File: src/bgc_pkg.sv
// ----------------------------------------------------------------------------
// Button gesture classifier package
// Widths, register indexes, reset values and gesture codes.
// ----------------------------------------------------------------------------
package bgc_pkg;

    localparam int unsigned COUNTER_WIDTH_DEF = 10;

    localparam int unsigned DEBOUNCE_W = 8;
    localparam int unsigned DOUBLE_W   = 8;
    localparam int unsigned HOLD_W     = 10;
    localparam int unsigned CFG_DATA_W = 10;
    localparam int unsigned CFG_IDX_W  = 2;
    localparam int unsigned GESTURE_W  = 2;

    // Register indexes
    localparam logic [CFG_IDX_W-1:0] CFG_DEBOUNCE = 2'd0;
    localparam logic [CFG_IDX_W-1:0] CFG_DOUBLE   = 2'd1;
    localparam logic [CFG_IDX_W-1:0] CFG_HOLD     = 2'd2;

    // Register reset values
    localparam logic [DEBOUNCE_W-1:0] DEBOUNCE_RST = 8'd5;
    localparam logic [DOUBLE_W-1:0]   DOUBLE_RST   = 8'd30;
    localparam logic [HOLD_W-1:0]     HOLD_RST     = 10'd50;

    typedef enum logic [GESTURE_W-1:0] {
        GESTURE_SINGLE = 2'd0,
        GESTURE_DOUBLE = 2'd1,
        GESTURE_HOLD   = 2'd2
    } t_gesture;

endpackage

File: src/bgc_if.sv
// ----------------------------------------------------------------------------
// Button gesture classifier channels
// Valid/ready channels for button samples and gesture events.
// ----------------------------------------------------------------------------
interface bgc_sample_if;
    logic valid;
    logic ready;
    logic switch_level;

    modport source (output valid, output switch_level, input ready);
    modport sink   (input valid, input switch_level, output ready);
endinterface

interface bgc_gesture_if;
    import bgc_pkg::*;

    logic                 valid;
    logic                 ready;
    logic [GESTURE_W-1:0] gesture;

    modport source (output valid, output gesture, input ready);
    modport sink   (input valid, input gesture, output ready);
endinterface

File: src/button_gesture_classifier_unit.sv
// ----------------------------------------------------------------------------
// Button gesture classifier
// Turns active-low button samples into single click, double click and hold.
// ----------------------------------------------------------------------------
// One sample transaction is taken per clock cycle; its gesture, if any,
// appears on the output channel on the next cycle from a result register.
// The sample side is ready whenever that register is empty or being drained
// in the same cycle, so a downstream stall is the only thing that holds off
// samples. Each sample is one tick: both tick counters advance by one
// (saturating at 2^COUNTER_WIDTH - 1), a fresh press clears the press
// counter, and a release is classified as a hold (press length >= hold_ticks,
// pending clicks dropped) or as a click (length >= debounce_ticks, release
// counter cleared); shorter presses are ignored. Once clicks are pending and
// the release counter reaches double_click_ticks, a single click (one
// pending) or a double click (two or more) is reported. A hold takes the
// output in its tick; at most one gesture leaves per sample. Thresholds are
// written by the user through i_cfg_we / i_cfg_index / i_cfg_data only while
// the block is idle (not enforced); writes to an unused index are dropped.
// ----------------------------------------------------------------------------
module button_gesture_classifier_unit #(
    parameter int unsigned COUNTER_WIDTH = bgc_pkg::COUNTER_WIDTH_DEF
) (
    input  logic                            i_clk,
    input  logic                            i_rst_n,
    input  logic                            i_cfg_we,
    input  logic [bgc_pkg::CFG_IDX_W-1:0]   i_cfg_index,
    input  logic [bgc_pkg::CFG_DATA_W-1:0]  i_cfg_data,
    bgc_sample_if.sink                      i_sample,
    bgc_gesture_if.source                   o_gesture
);
    import bgc_pkg::*;

    // Compare width covers both the counters and the widest threshold.
    localparam int unsigned CMP_W = (COUNTER_WIDTH > HOLD_W) ? COUNTER_WIDTH : HOLD_W;

    typedef logic [COUNTER_WIDTH-1:0] t_cnt;
    typedef logic [CMP_W-1:0]         t_cmp;

    // Configuration registers
    logic [DEBOUNCE_W-1:0] r_debounce;
    logic [DOUBLE_W-1:0]   r_double;
    logic [HOLD_W-1:0]     r_hold;

    // Classifier state
    logic       r_down;
    t_cnt       r_tp;
    t_cnt       r_tr;
    logic [1:0] r_clicks;

    logic       n_down;
    t_cnt       n_tp;
    t_cnt       n_tr;
    logic [1:0] n_clicks;

    // Result register
    logic       r_out_valid;
    t_gesture   r_gesture;
    logic       n_fire;
    t_gesture   n_gesture;

    logic       in_accept;

    assign i_sample.ready    = !r_out_valid || o_gesture.ready;
    assign in_accept         = i_sample.valid && i_sample.ready;
    assign o_gesture.valid   = r_out_valid;
    assign o_gesture.gesture = r_gesture;

    // Next state and result for the sample on the input channel.
    always_comb begin
        logic level_high;
        level_high = i_sample.switch_level;

        // Both counters tick first, saturating.
        n_tp      = (r_tp == '1) ? r_tp : r_tp + t_cnt'(1);
        n_tr      = (r_tr == '1) ? r_tr : r_tr + t_cnt'(1);
        n_down    = r_down;
        n_clicks  = r_clicks;
        n_fire    = 1'b0;
        n_gesture = GESTURE_SINGLE;

        if (!level_high && !r_down) begin
            // Press edge
            n_down = 1'b1;
            n_tp   = '0;
        end else if (level_high && r_down) begin
            // Release edge: classify the press length
            n_down = 1'b0;
            if (t_cmp'(n_tp) >= t_cmp'(r_hold)) begin
                n_fire    = 1'b1;
                n_gesture = GESTURE_HOLD;
                n_clicks  = '0;
            end else if (t_cmp'(n_tp) >= t_cmp'(r_debounce)) begin
                if (n_clicks != 2'd3) begin
                    n_clicks = n_clicks + 2'd1;
                end
                n_tr = '0;
            end
        end

        // Report pending clicks once the double-click window has run out.
        if (!n_fire && (n_clicks != 2'd0) && (t_cmp'(n_tr) >= t_cmp'(r_double))) begin
            n_fire    = 1'b1;
            n_gesture = (n_clicks == 2'd1) ? GESTURE_SINGLE : GESTURE_DOUBLE;
            n_clicks  = '0;
        end
    end

    // Configuration writes
    always_ff @(posedge i_clk) begin
        if (!i_rst_n) begin
            r_debounce <= DEBOUNCE_RST;
            r_double   <= DOUBLE_RST;
            r_hold     <= HOLD_RST;
        end else if (i_cfg_we) begin
            unique case (i_cfg_index)
                CFG_DEBOUNCE: r_debounce <= i_cfg_data[DEBOUNCE_W-1:0];
                CFG_DOUBLE:   r_double   <= i_cfg_data[DOUBLE_W-1:0];
                CFG_HOLD:     r_hold     <= i_cfg_data[HOLD_W-1:0];
                default:      ;
            endcase
        end
    end

    // Classifier state, updated once per accepted sample
    always_ff @(posedge i_clk) begin
        if (!i_rst_n) begin
            r_down   <= 1'b0;
            r_tp     <= '0;
            r_tr     <= '0;
            r_clicks <= '0;
        end else if (in_accept) begin
            r_down   <= n_down;
            r_tp     <= n_tp;
            r_tr     <= n_tr;
            r_clicks <= n_clicks;
        end
    end

    // Output register: loads on accept, drains when the sink takes it
    always_ff @(posedge i_clk) begin
        if (!i_rst_n) begin
            r_out_valid <= 1'b0;
        end else if (in_accept) begin
            r_out_valid <= n_fire;
        end else if (o_gesture.ready) begin
            r_out_valid <= 1'b0;
        end
    end

    always_ff @(posedge i_clk) begin
        if (in_accept && n_fire) begin
            r_gesture <= n_gesture;
        end
    end

endmodule

File: src/flat_wrapper.sv
// flat-port wrapper written by rule: the top's interface ports become plain ports
module button_gesture_classifier_unit_flat import bgc_pkg::*;
#(
    parameter int unsigned COUNTER_WIDTH = bgc_pkg::COUNTER_WIDTH_DEF
)
  (i_clk, i_rst_n, i_cfg_we, i_cfg_index, i_cfg_data, i_sample_valid, i_sample_switch_level, i_sample_ready, o_gesture_valid, o_gesture_gesture, o_gesture_ready);
  bgc_sample_if i_sample_i ();
  bgc_gesture_if o_gesture_i ();
  input  logic i_clk;
  input  logic i_rst_n;
  input  logic i_cfg_we;
  input  logic [bgc_pkg::CFG_IDX_W-1:0] i_cfg_index;
  input  logic [bgc_pkg::CFG_DATA_W-1:0] i_cfg_data;
  input wire logic [$bits(i_sample_i.valid)-1:0] i_sample_valid;
  input wire logic [$bits(i_sample_i.switch_level)-1:0] i_sample_switch_level;
  output wire logic [$bits(i_sample_i.ready)-1:0] i_sample_ready;
  output wire logic [$bits(o_gesture_i.valid)-1:0] o_gesture_valid;
  output wire logic [$bits(o_gesture_i.gesture)-1:0] o_gesture_gesture;
  input wire logic [$bits(o_gesture_i.ready)-1:0] o_gesture_ready;
  assign i_sample_i.valid = i_sample_valid;
  assign i_sample_i.switch_level = i_sample_switch_level;
  assign i_sample_ready = i_sample_i.ready;
  assign o_gesture_valid = o_gesture_i.valid;
  assign o_gesture_gesture = o_gesture_i.gesture;
  assign o_gesture_i.ready = o_gesture_ready;
  button_gesture_classifier_unit #(.COUNTER_WIDTH(COUNTER_WIDTH)) u_core (.i_clk(i_clk), .i_rst_n(i_rst_n), .i_cfg_we(i_cfg_we), .i_cfg_index(i_cfg_index), .i_cfg_data(i_cfg_data), .i_sample(i_sample_i), .o_gesture(o_gesture_i));
endmodule
File: config.mk
export PLATFORM = sky130hd
export DESIGN_NAME = button_gesture_classifier_unit_flat
export DESIGN_NICKNAME = d
export VERILOG_FILES = /design/src/bgc_pkg.sv /design/src/bgc_if.sv /design/src/button_gesture_classifier_unit.sv /design/src/flat_wrapper.sv
export SDC_FILE = /design/constraint.sdc
export NUM_CORES = 1
export LEC_CHECK = 0
export BUFFER_PORTS_ARGS = -buffer_cell sky130_fd_sc_hd__buf_2
export CORE_ASPECT_RATIO = 1.1
export CORE_MARGIN = 3
export CORE_UTILIZATION = 40
export DETAILED_ROUTE_END_ITERATION = 12
export GPL_ROUTABILITY_DRIVEN = 0
export GPL_TIMING_DRIVEN = 0
export HOLD_SLACK_MARGIN = 0.06
export SLEW_MARGIN = 20
export SYNTH_ARGS = -nofsm -noshare
export SYNTH_HDL_FRONTEND = slang
export SYNTH_SLANG_ARGS = --single-unit
File: constraint.sdc
create_clock -name i_clk -period 11.4 [get_ports i_clk]
set_input_delay 3.42 -clock i_clk [delete_from_list [all_inputs] [get_ports i_clk]]
set_output_delay 3.42 -clock i_clk [all_outputs]
set_load 0.01 [all_outputs]
# ---- Word level (Yosys, flattened, before mapping)
# Index checks and enable logic that the tools add are counted.
dict set report word_totals {
  ff_bits 52
  input_bits 18
  out_inout_bits 4
  word_cells 66
}
dict set report classes {
  n_eq_ne 6
  n_addsub 3
  n_mux 26
  n_reduce_logical 19
  n_lt_le_gt_ge 3
}
# operator n
set ops {}
lappend ops {{10-bit 2-to-1 mux} 7}
lappend ops {{10-bit by 1-bit adder with 10-bit output, second input constant} 2}
lappend ops {{10-bit equality test, second input constant} 2}
lappend ops {{10-bit by 8-bit >= comparator with 1-bit output} 2}
lappend ops {{2-bit 2-to-1 mux} 10}
lappend ops {{10-bit >= comparator} 1}
lappend ops {{1-bit 2-to-1 mux} 9}
lappend ops {{2-bit AND reduction} 4}
lappend ops {{1-bit logical AND} 6}
lappend ops {{2-bit nonzero test} 3}
lappend ops {{2-bit by 1-bit equality test with 1-bit output, second input constant} 2}
lappend ops {{1-bit logical NOT} 4}
lappend ops {{2-bit by 1-bit adder with 2-bit output, second input constant} 1}
lappend ops {{2-bit equality test, second input constant} 1}
lappend ops {{2-bit logical NOT} 1}
lappend ops {{2-bit != test, second input constant} 1}
lappend ops {{1-bit logical OR} 1}

# ---- Depth between registers and ports, before layout
dict set report depth {
  ltp_word 12
  ltp_mapped 21
  depth_no_buf 19
}

# ---- Worst setup path before layout
# No wires, ideal clock.
dict set report synth_path {
  kind {input -> output}
  start {input port o_gesture_ready}
  end {output port i_sample_ready}
  t_arrival_ns 3.611
  path_stages 1
  slack_ns 4.369
  n_path_buf 0
  required_ns 7.980
  cell_sequence {nand2b_1}
}
dict set report synth_via {
  elab_chain_len 1
}
# element line
set synth_lines {}
lappend synth_lines {{start: declaration} flat_wrapper.sv:19} ;# input wire logic [$bits(o_gesture_i.ready)-1:0] o_gesture_ready;
lappend synth_lines {{1-bit logical OR} button_gesture_classifier_unit.sv:63} ;# assign i_sample.ready = !r_out_valid || o_gesture.ready;
lappend synth_lines {{end: declaration} flat_wrapper.sv:16} ;# output wire logic [$bits(i_sample_i.ready)-1:0] i_sample_ready;
# Every way passes these cells.

# ---- Worst setup path in the final report
# Ends and elaborated chain as after synthesis.

==> reports/metrics.yaml <==
status: "complete, no violations"
worst_r2r_startpoint: "u_core.r_tp[0]$_SDFFE_PN0P_"
synth_flop_cell: "dfxtp_1"
ff2ff_path_depth: 21
tightest_slew_ps: 873.1
chipWidth_um: 91.29
netlist_instances: 402
grt_max_degree: 16
synth_area_leader_cell: "dfxtp_1"
cellPowerDensity_mw_per_mm2: 95.68
coreArea_mm2: 0.007597
timing.critical_path.fanout_max: 4
avgRoutedWirePerCell_um: 14.31
cts_sink_cnt: 52
start_util: 0.4213
globalRoute.totalOverflow: 0
placement_rows: 33
yosys.area.top_type_share: 0.3127
drtPass1Iterations: 4
final_nets: 478
buffer_ports.inserted: 21
iteration_0_drc_markers: 117
antenna_cells: 0
critPathMostFrequentCell: "buf_2"
first_global_vias: 2581
place_ws_ps: 4129
grt_first_pass_wirelength_um: 12560
all_layer_gr_usage: 0.1722
final_worst_path_cycle_share: 0.6379
crit_arrival_ps: 3850
cts_root_buffer: "clkbuf_8"
report.final.slew_viol_count: 0
vdd_ir_drop_max_mv: 0.04503
io_pins: 22
cts.reportedPaths.clkPinSlew_ps: 80
syn-cell-area_mm2: 0.003201
timing.final.setup_violations: 0
hold_buffers: 0
timing.slew.headroom: 0.4167
postRouteAntennaNets: 0
die_h_um: 99.82
yosys_warning_total: 0
path_cells: "buf_2, nand2b_1, buf_2"
clockBufferDepth: 2
clk-insertion-delay-late_ps: 310
setup_repair_after_global_routing_missed_its_margin: "no"
average_footprint_of_a_synthesized_cell_um2: 7.962
layout_overhead_on_the_synthesized_area_pct: 10.32
end_kind: "output pin"
drt_wl_total_um: 7670
ys_async_sr_fraction: 0
post_cts.repair.setup_buffers: 0
antenna_found_initial: 0
crit_path_start_kind: "input pin"
worst_r2r_setup_slack_ps: 5950
via_density_per_instance: 5.347
critical-path-top-delay-family: "buffers and inverters"
worstPathRequired_ps: 7980
cts_max_level: 2
min_period_ps: 7273
finalWorstSetupSlack_ps: 4128
place_hpwl_um: 5867
leakage_nw: 1.475
fillers: 790
remaining_drc_errors: 0
worst_setup_path_endpoint: "i_sample_ready"
postCtsResizedCells: 0
drv_cap: 0
seq_total_area_yosys: 0.3315
critPathLaunch: "o_gesture_ready"
number_of_distinct_library_cells_after_synthesis: 52
min-delay-path-class: "register to register"
tritoncts.num_buffers: 5
critPathBufInv: 2
critical_path_depth: 3
final-hold-violation-count: 0
netlist_top_cells_area: "dfxtp_1 (31%), ha_1 (12%), nand2_1 (6.3%)"
die-area_mm2: 0.009112
finClkSkew_ps: 11.75
critical-path-slowest-cell: "nand2b_1"
critical_path.max_stage_delay_ps: 180
yosys_register_bits: 52
fraction_of_final_layout_cells_with_drive_strength_greater_than_1: 0.09745
fin_tns_setup_ps: 0
worst-setup-path-type: "input pin to output pin"
via_count_of_the_routed_design: 2866
r2r-end: "u_core.o_gesture.gesture[0]$_SDFFCE_PN0P_"
fmax_mhz: 137.5
synth_enable_flop_cells: 2
tritoncts: "yes"
synth.net_count: 450
[registers in the layout, indices dropped and copies added (netlist names)]
signal,flops
u_core.r_debounce,8
u_core.r_tp,10
u_core.r_tr,10
u_core.r_double,8
u_core.o_gesture.valid,1
u_core.r_down,1
u_core.r_hold,10
u_core.o_gesture.gesture,2
u_core.r_clicks,2
[layout make-up]
type | instances | area, µm² | share of cell area
inverter | 30 | 112.6 | 0.03189
sequential | 52 | 1061 | 0.3005
multi-input combinational | 302 | 1938 | 0.5489
tap | 105 | 131.4 | 0.03721
buffer | 18 | 88.84 | 0.02516
timing repair buffer | 21 | 105.1 | 0.02977
clock buffer | 7 | 86.33 | 0.02445
clock inverter | 1 | 7.507 | 0.002126
[power breakdown]
| part | switching, W | total [W] | internal [W] | leakage, nW |
|---|---|---|---|---|
| registers | 0.00000273 | 0.000190 | 0.000187 | 0.424 |
| logic | 0.0000229 | 0.0000365 | 0.0000136 | 1.01 |
| clock network | 0.0000622 | 0.000112 | 0.0000495 | 0.0445 |
| total | 0.0000878 | 0.000338 | 0.000250 | 1.48 |
[worst min-delay path by stage]
stage / endpoint / cells past startpoint / slack (ps) / startpoint
5_1_grt: u_core.r_hold[2]$_SDFFE_PN0P_ / 2 / 480 / u_core.r_hold[2]$_SDFFE_PN0P_
3_5_place_dp: u_core.r_hold[3]$_SDFFE_PN0P_ / 2 / 450 / u_core.r_hold[3]$_SDFFE_PN0P_
6_report: u_core.r_hold[6]$_SDFFE_PN0P_ / 2 / 460 / u_core.r_hold[6]$_SDFFE_PN0P_
4_1_cts: u_core.r_hold[3]$_SDFFE_PN0P_ / 2 / 460 / u_core.r_hold[3]$_SDFFE_PN0P_
2_1_floorplan: u_core.r_hold[2]$_SDFFE_PN0P_ / 2 / 440 / u_core.r_hold[2]$_SDFFE_PN0P_
3_3_place_gp: u_core.r_hold[9]$_SDFFE_PN0P_ / 2 / 450 / u_core.r_hold[9]$_SDFFE_PN0P_
[worst register-to-register path, cell delays in order, from the launching register on]
cell and delay (ps):
dfxtp_1 490, ha_1 280, and3_1 180, buf_4 150
nand4_1 320, nand4_1 230, xnor2_1 170, ha_1 340
nand2_1 50, or3_1 350, o221a_2 360, a211oi_4 410
buf_4 250, o21bai_1 150, a21oi_1 80, ha_1 300
o22ai_1 70, nor2_1 110, a21oi_1 120, o211a_1 140
a21o_1 210, o31ai_1 360
[cells in the final DEF, fill, tap and decap left out, types with 2 or more instances in the layout]
| master | count |
|---|---|
| a211o_1 | 3 |
| a211oi_1 | 7 |
| a21o_1 | 3 |
| a21oi_1 | 36 |
| a22oi_1 | 8 |
| a31oi_1 | 3 |
| and2_1 | 3 |
| and3_1 | 7 |
| and4_1 | 4 |
| buf_1 | 3 |
| buf_2 | 23 |
| buf_4 | 3 |
| clkbuf_1 | 10 |
| clkbuf_8 | 6 |
| dfxtp_1 | 50 |
| edfxtp_1 | 2 |
| ha_1 | 30 |
| inv_1 | 29 |
| mux2i_1 | 7 |
| nand2_1 | 54 |
| nand2b_1 | 5 |
| nand3_1 | 14 |
| nand3b_1 | 4 |
| nand4_1 | 5 |
| nor2_1 | 43 |
| nor2b_1 | 2 |
| nor3_1 | 7 |
| nor3b_1 | 2 |
| o211ai_1 | 5 |
| o21a_1 | 5 |
| o21ai_0 | 12 |
| o221a_2 | 3 |
| o31ai_1 | 2 |
| or3_1 | 2 |
| or4_1 | 2 |
| xnor2_1 | 6 |
| xor2_1 | 4 |
[metal layers]
layer,global-route usage,share of wire,vias to the layer above
met1,0.2210,0.49,1340
met5,0,0,-
li1,-,-,1477
met4,0.07193,0.019,0
met2,0.2882,0.47,38
met3,0.02774,0.027,11
[synthesized netlist by cell type (all sizes together), types with 6 or more instances]
cell type  number
a21oi          36
a211oi          8
nor2           43
ha             30
inv            30
a22oi           8
nand2          54
and3            7
o21ai          13
dfxtp          50
clkbuf          9
xnor2           6
nor3            7
nand3          15
buf             9
mux2i           7
[metrics by stage]
step | cell area, µm² | std cells | hold slack, ps | total power (W) | util
floorplan | 3201 | 402 | 436.3 | 0.0002174 | -
global placement | 3437 | 528 | 445.7 | 0.0002297 | 0.4524
detailed placement | 3437 | 528 | 451.2 | 0.0002306 | 0.4524
CTS | 3531 | 536 | 464.0 | 0.0003408 | 0.4648
global route | 3531 | 536 | 480.9 | 0.0003547 | 0.4648
finish | 3531 | 536 | 463.7 | 0.0003378 | 0.4648
[kinds of logic (layout without fill, tap and decap cells)]
logic type | after synthesis | after routing | synth area share
compound gates | 98 | 98 | 0.2056
xor+xnor | 10 | 10 | 0.02736
fa+ha+maj | 30 | 30 | 0.1173
buf+inv | 48 | 77 | 0.06294
flops | 52 | 52 | 0.3315
mux | 7 | 7 | 0.02189
simple gates | 157 | 157 | 0.2334
Power figures use the tool's default switching activity.
